$ cat config.mk
export PLATFORM = sky130hd
export DESIGN_NAME = ptg_front
export DESIGN_NICKNAME = d
export VERILOG_FILES = /design/src/design/ptg_pkg.sv /design/src/design/ptg_front.sv
export VERILOG_INCLUDE_DIRS = /design/src /design/src/design
export SDC_FILE = /design/constraint.sdc
export NUM_CORES = 2
export LEC_CHECK = 0
export BUFFER_PORTS_ARGS = -buffer_cell sky130_fd_sc_hd__buf_2
export CAP_MARGIN = 20
export CORE_MARGIN = 5
export CORE_UTILIZATION = 62
export CTS_CLUSTER_DIAMETER = 80
export DETAILED_ROUTE_END_ITERATION = 6
export HOLD_SLACK_MARGIN = 0.05
export PLACE_DENSITY = 0.82
export SETUP_SLACK_MARGIN = 0.2
export SLEW_MARGIN = 20
export SYNTH_ARGS = -nofsm -noshare
export SYNTH_HDL_FRONTEND = slang
export SYNTH_SLANG_ARGS = --single-unit
$ cat constraint.sdc
create_clock -name i_clk -period 7.6 [get_ports i_clk]
set_input_delay 0 -clock i_clk [delete_from_list [all_inputs] [get_ports i_clk]]
set_output_delay 0 -clock i_clk [all_outputs]
set_load 0.1 [all_outputs]
$ cat src/design/procedural_texel_generator_top_macros.svh
// ============================================================================
// Assertion macros for the procedural texel generator.
// Assertions are compiled in unless SYNTH is defined.
// ============================================================================
`ifndef PROCEDURAL_TEXEL_GENERATOR_TOP_MACROS_SVH
`define PROCEDURAL_TEXEL_GENERATOR_TOP_MACROS_SVH
`ifndef SYNTH
`define PTG_ASSERT_IMP(lbl, clk, rst_n, ante, cons) \
    lbl: assert property (@(posedge clk) disable iff (!rst_n) (ante) |-> (cons)) \
        else $error("assertion failed");
`define PTG_ASSERT_NXT(lbl, clk, rst_n, ante, cons) \
    lbl: assert property (@(posedge clk) disable iff (!rst_n) (ante) |=> (cons)) \
        else $error("assertion failed");
`else
`define PTG_ASSERT_IMP(lbl, clk, rst_n, ante, cons)
`define PTG_ASSERT_NXT(lbl, clk, rst_n, ante, cons)
`endif
`endif

$ cat src/design/ptg_pkg.sv
// ============================================================================
// Procedural texel generator package
// Types, constants and helper functions shared by the design.
// ============================================================================
package ptg_pkg;

    localparam int NumTexturesDef = 8;
    localparam int RulesPerTextureDef = 8;
    localparam int CoordBitsDef = 12;
    localparam int WordsPerRule = 16;
    localparam int WordSelValid = 16;

    localparam logic [3:0] W_PKIND = 4'd0;
    localparam logic [3:0] W_XM    = 4'd1;
    localparam logic [3:0] W_XD    = 4'd2;
    localparam logic [3:0] W_YM    = 4'd3;
    localparam logic [3:0] W_YD    = 4'd4;
    localparam logic [3:0] W_NM    = 4'd5;
    localparam logic [3:0] W_M     = 4'd6;
    localparam logic [3:0] W_E     = 4'd7;
    localparam logic [3:0] W_L     = 4'd8;
    localparam logic [3:0] W_RKIND = 4'd9;
    localparam logic [3:0] W_SOLID = 4'd10;
    localparam logic [3:0] W_CA    = 4'd11;
    localparam logic [3:0] W_CB    = 4'd12;
    localparam logic [3:0] W_BASE  = 4'd13;
    localparam logic [3:0] W_K     = 4'd14;
    localparam logic [3:0] W_D     = 4'd15;

    localparam logic [31:0] PK_ALWAYS = 32'd0;
    localparam logic [31:0] PK_EQ     = 32'd1;
    localparam logic [31:0] PK_LT     = 32'd2;
    localparam logic [31:0] RK_MIX    = 32'd1;

    localparam logic [1:0] FAULT_OK   = 2'd0;
    localparam logic [1:0] FAULT_NONE = 2'd1;
    localparam logic [1:0] FAULT_DIV  = 2'd2;

    localparam logic [2:0] REG_XMULT = 3'd0;
    localparam logic [2:0] REG_YMULT = 3'd1;
    localparam logic [2:0] REG_SMULT = 3'd2;
    localparam logic [2:0] REG_SHIFT = 3'd3;
    localparam logic [2:0] REG_ALPHA = 3'd4;

    typedef struct packed {
        logic        req_type;
        logic [11:0] pix_x;
        logic [11:0] pix_y;
        logic [2:0]  texture_sel;
        logic [2:0]  rule_slot;
        logic [4:0]  word_sel;
        logic signed [31:0] word_value;
    } t_in_item;

    typedef struct packed {
        logic [7:0] red;
        logic [7:0] green;
        logic [7:0] blue;
        logic [7:0] alpha;
        logic [1:0] fault;
    } t_out_item;

    // Item handed from the front end to the back end.
    typedef struct packed {
        logic        req_type;
        logic [11:0] pix_x;
        logic [11:0] pix_y;
        logic [2:0]  texture_sel;
        logic [2:0]  rule_slot;
        logic [4:0]  word_sel;
        logic [31:0] word_value;
        logic [31:0] noise;
    } t_job;

endpackage

$ cat src/design/ptg_front.sv
// ============================================================================
// Texel generator front end
// Accepts items, computes the hash noise and queues jobs for the back end.
// ============================================================================
module ptg_front
    import ptg_pkg::*;
#(
    parameter int COORD_BITS = CoordBitsDef
) (
    input  logic        i_clk,
    input  logic        i_rst_n,
    input  t_in_item    i_item,
    input  logic        i_push,
    output logic        o_full,
    input  logic [31:0] i_xmult,
    input  logic [31:0] i_ymult,
    input  logic [31:0] i_smult,
    input  logic [4:0]  i_shift,
    output t_job        o_job,
    output logic        o_job_valid,
    input  logic        i_job_take
);
    localparam logic [11:0] CoordMask = 12'((1 << COORD_BITS) - 1);

    // Stage 1: products.
    logic        r_s1_v;
    t_in_item    r_s1;
    logic [31:0] r_px, r_py, r_ps;
    // Stage 2: noise.
    logic        r_s2_v;
    t_in_item    r_s2;
    logic [31:0] r_nz;
    // Two-entry job queue.
    t_job        r_q [2];
    logic        r_wp, r_rp;
    logic [1:0]  r_cnt;

    logic [31:0] w_v, w_sh, w_x;
    logic        w_adv, w_push_q, w_pop_q;
    logic [11:0] w_x_in, w_y_in;
    logic [1:0]  w_occ;
    t_in_item    w_item_m;

    // Pipeline occupancy plus queue must fit the two queue entries.
    assign w_occ  = r_cnt + 2'(r_s1_v) + 2'(r_s2_v);
    assign o_full = (r_cnt + 2'(r_s1_v) + 2'(r_s2_v)) >= 2'd2 || (r_cnt == 2'd2);
    assign w_adv  = 1'b1;

    assign w_x_in = i_item.pix_x & CoordMask;
    assign w_y_in = i_item.pix_y & CoordMask;

    always_comb begin
        w_item_m       = i_item;
        w_item_m.pix_x = w_x_in;
        w_item_m.pix_y = w_y_in;
    end

    always_comb begin
        w_v  = r_px ^ r_py ^ r_ps;
        w_sh = 32'($signed(w_v) >>> i_shift);
        w_x  = w_v ^ w_sh;
        if (w_x[31]) begin
            w_x = 32'(-w_x);
        end
    end

    assign w_push_q = r_s2_v;
    assign w_pop_q  = i_job_take && (r_cnt != 2'd0);

    always_ff @(posedge i_clk) begin
        if (!i_rst_n) begin
            r_s1_v <= 1'b0;
            r_s2_v <= 1'b0;
            r_wp   <= 1'b0;
            r_rp   <= 1'b0;
            r_cnt  <= '0;
        end else begin
            r_s1_v <= i_push && !o_full && w_adv;
            r_s2_v <= r_s1_v;
            if (w_push_q) begin
                r_wp <= !r_wp;
            end
            if (w_pop_q) begin
                r_rp <= !r_rp;
            end
            r_cnt <= r_cnt + 2'(w_push_q) - 2'(w_pop_q);
        end
        r_s1 <= w_item_m;
        r_px <= 32'(w_x_in) * i_xmult;
        r_py <= 32'(w_y_in) * i_ymult;
        r_ps <= 32'(i_item.texture_sel) * i_smult;
        r_s2 <= r_s1;
        r_nz <= w_x;
        if (w_push_q) begin
            r_q[r_wp] <= '{req_type: r_s2.req_type, pix_x: r_s2.pix_x,
                           pix_y: r_s2.pix_y, texture_sel: r_s2.texture_sel,
                           rule_slot: r_s2.rule_slot, word_sel: r_s2.word_sel,
                           word_value: r_s2.word_value, noise: r_nz};
        end
    end

    assign o_job       = r_q[r_rp];
    assign o_job_valid = r_cnt != 2'd0;

`include "procedural_texel_generator_top_macros.svh"
    `PTG_ASSERT_IMP(a_occ_bound, i_clk, i_rst_n, 1'b1, w_occ <= 2'd2)
    `PTG_ASSERT_NXT(a_s1_to_s2, i_clk, i_rst_n, r_s1_v, r_s2_v)
    `PTG_ASSERT_IMP(a_no_pop_empty, i_clk, i_rst_n, r_cnt == 2'd0, !w_pop_q)
endmodule

==> out/summary.txt <==
Slew HR = 32.62%
FMAX = 181.9 MHz
Critical Path RT = 8.12 ns
vias after detailed routing = 24790
fin cells = 4553
syn avg cell area = 10.39 um^2
final slew viol count = 0
register-to-register setup slack = 4.95 ns
Worst-path clk slew = 0.06 ns
pre-CTS setup slack = 2.098 ns
CTS buffer count = 49
PwrDens = 459.8 nW/um^2
Mapped Nets = 4297
Synth Cell Area = 36200 um^2
fin crit share = 72.34%
worst r2r path cells = 7
I/O pin total = 275
Die Wd = 251.6 um
CTS tree = yes
top_reg_cell synth = dfxtp_1
1st-iter DRT viols = 1688
sequential area share after synthesis = 31.36%
Worst-Skew Late Latency = 0.60 ns
Arr. time, crit path = 6.02 ns
initial antenna violation count = 2
HP Class = in -> reg
hold_sp = i_item[17]
GP Congestion = 0.9561
Hold Path Sink = r_s1[17]$_DFF_P_
Overflow after GRT = 0
CP Launch Type = input pin
CTS H-tree depth = 2
Hold Vio Cnt, Final = 0
CTS Sinks = 468
hold-critical path depth = 2
largest net degree at the start of global routing = 74
PortBufs = 273
RR Endpoint = r_nz[8]$_DFF_P_
max-capacitance violation count = 0
synthesis-stage register bit count = 468
Yosys cell types = 72
Worst Setup End Kind = flop
Finished Cell Area = 40450 um^2
Area after DPL = 37910 um^2
Layout fillers = 4207
Routed WL per cell = 18.25 um
Initial Utilization = 62.62%
placed insts = 4371
first-pass GRT wire length = 137200 um
Root Driver = clkbuf_16
worst slew pin tran = 1.011 ns
Max clock buf depth = 3
vias in the first global route = 26890
total length of routed wires = 83090 um
CP Class = in -> reg
layout cells sized above 1 = 13.31%
All-Layer GR Usage = 26.86%
die area = 63310 um^2
RSZ-0062 raised after global routing = false
number of vias per cell = 5.445
synth warn = 0
core area = 57810 um^2
Final Skew = 0.02760 ns
area delta synth->final = 11.74%
VDD IR max = 0.0004303 V
Post-DRT Antenna Nets = 0
number of synthesized flops with an enable pin = 198
outcome = finished, final reports clean
Leak = 18.73 nW
Synth async-reset ratio = 0%
Total Power = 18.60 mW
Post-Route Setup TNS = 0 ns
RR Startpoint = r_px[31]$_DFF_P_
worst-path fanout max = 30
setup violators final = 0
DRC Markers = 0
Final Worst Setup Slack = 2.102 ns
FP Rows = 88
Post-Synthesis Cells = 3485
router iterations before antenna repair = 5
HPWL after detailed placement = 60980 um
layout net count = 4559
minimum clock period = 5.498 ns
die extent in y = 251.6 um
-- flip-flops by register name, summed over array words and instances (netlist names), 2 cells and up, named ones only --
| name | cells |
|---|---|
| r_q | 198 |
| r_s1 | 68 |
| r_s2 | 68 |
| r_ps | 32 |
| r_px | 32 |
| r_py | 32 |
| r_nz | 31 |
| r_cnt | 2 |
-- repair_timing --
action / CTS / global route
setup buffers: 0 / 0
resized for setup: 0 / 0
endpoints found under the hold margin: 84 / 0
hold buffers: 90 / 0
-- worst max-delay path: stages --
cell           delay (ns)
dlygate4sd3_1        0.53
buf_2                0.54
nand2_1              0.17
fa_1                 0.53
fa_1                 0.51
inv_1                0.06
fa_1                 0.49
fa_1                 0.49
inv_1                0.05
fa_1                 0.51
inv_1                0.05
ha_1                 0.34
a21o_1               0.20
a21o_1               0.16
a21oi_1              0.23
o22ai_1              0.14
nor3_1               0.28
a21oi_1              0.15
or4_1                0.48
o2111ai_1            0.11
-- cell families after synthesis --
| logic type | count (synthesis) | synth area share (%) |
|---|---|---|
| and+or+nand+nor | 946 | 11.63 |
| other | 1 | 0.01036 |
| xor gates and xnor gates | 203 | 5.603 |
| muxes | 174 | 5.793 |
| adders and majority gates | 639 | 32.62 |
| DFF | 468 | 31.36 |
| buffers and inverters | 782 | 8.279 |
| AOI/OAI and AO/OA | 272 | 4.701 |
-- placed cells by master (no fill, tap or decap), types with 13 or more instances in the layout --
master         synthesis  routed
dlygate4sd3_1          0      90
ha_1                 131     131
and2_1               187     186
buf_2                  4     273
a21oi_1               78      78
clkbuf_1             138      14
nor2_1                56      56
inv_1                625     625
nor3_1                20      20
mux2i_1               48      48
xor2_1                45      45
a21o_1                18      18
a211oi_1              13      13
mux2_2               107     107
xnor2_1              140     140
nand2_1              614     614
mux4_2                17      17
dfxtp_1              270     269
clkbuf_16              0      50
nand3_1               16      16
o21ai_0               76      76
edfxtp_1             198     198
xnor3_1               16      16
fa_1                 508     508
-- final cells by class --
class                           count  area [um^2]  share of cell area, %
Antenna cell                        2        5.005                0.01237
Clock buffer                       70         1386                  3.428
Clock inverter                     20        241.5                 0.5970
Inverter                          627         2354                  5.819
Multi-Input combinational cell   2235        21860                  54.04
Sequential cell                   468        11350                  28.07
Tap cell                          765        957.2                  2.367
Timing Repair Buffer              366         2290                  5.661
-- synth_stat cells, drive strengths merged (8+ instances only) --
cell	instances	share of area, %
a211oi	13	0.27
inv	627	6.5
dfxtp	270	15
and2	187	3.2
xnor3	17	1.1
mux4	17	1.1
edfxtp	198	16
nand2b	12	0.21
buf	14	0.28
mux2i	49	1.4
and3	8	0.14
ha	131	4.5
nor3	21	0.30
nand2	615	6.4
o21ai	85	1.2
o21bai	10	0.21
xnor2	140	3.4
a21oi	79	1.1
xor2	45	1.1
nand3	16	0.22
nor2b	11	0.19
o211ai	12	0.25
nor2	56	0.58
o21a	12	0.25
fa	508	28
clkbuf	141	1.5
mux2	108	3.4
a21o	18	0.37
-- how the worst max path moves through the flow --
stage / startpoint / end / slack (ns) / depth (start not counted)
5_1_grt: i_item[58] / r_px[29]$_DFF_P_ / 1.79 / 20
3_5_place_dp: i_item[46] / r_py[31]$_DFF_P_ / 2.10 / 19
6_report: i_item[46] / r_py[30]$_DFF_P_ / 2.10 / 20
3_3_place_gp: i_item[47] / r_py[30]$_DFF_P_ / 2.21 / 19
4_1_cts: i_item[46] / r_py[31]$_DFF_P_ / 2.16 / 20
2_1_floorplan: r_s2_v$_SDFF_PN0_ / r_q[0][0]$_DFFE_PP_ / 2.25 / 1
-- routing by layer --
layer,track usage (%),wire length (um)
met1,34.08,31950
met5,0,7
met4,9.559,3178
met3,5.195,6592
met2,46.44,41360
-- through the flow --
stage / utilization, % / hold WS (ns)
detailed placement: 65.59 / 0.1037
finish: 69.97 / 0.06334
global route: 69.96 / 0.05579
CTS: 69.96 / 0.05048
floorplan: - / 0.02772
global placement: 65.59 / 0.1026
-- report_power, final --
group	switching (mW)	total (mW)	internal, mW
Sequential	0.270	3.54	3.27
Clock	1.00	2.37	1.37
Combinational	7.57	12.7	5.12
Total	8.84	18.6	9.76
No activity file was read; power rests on OpenSTA's default activity.
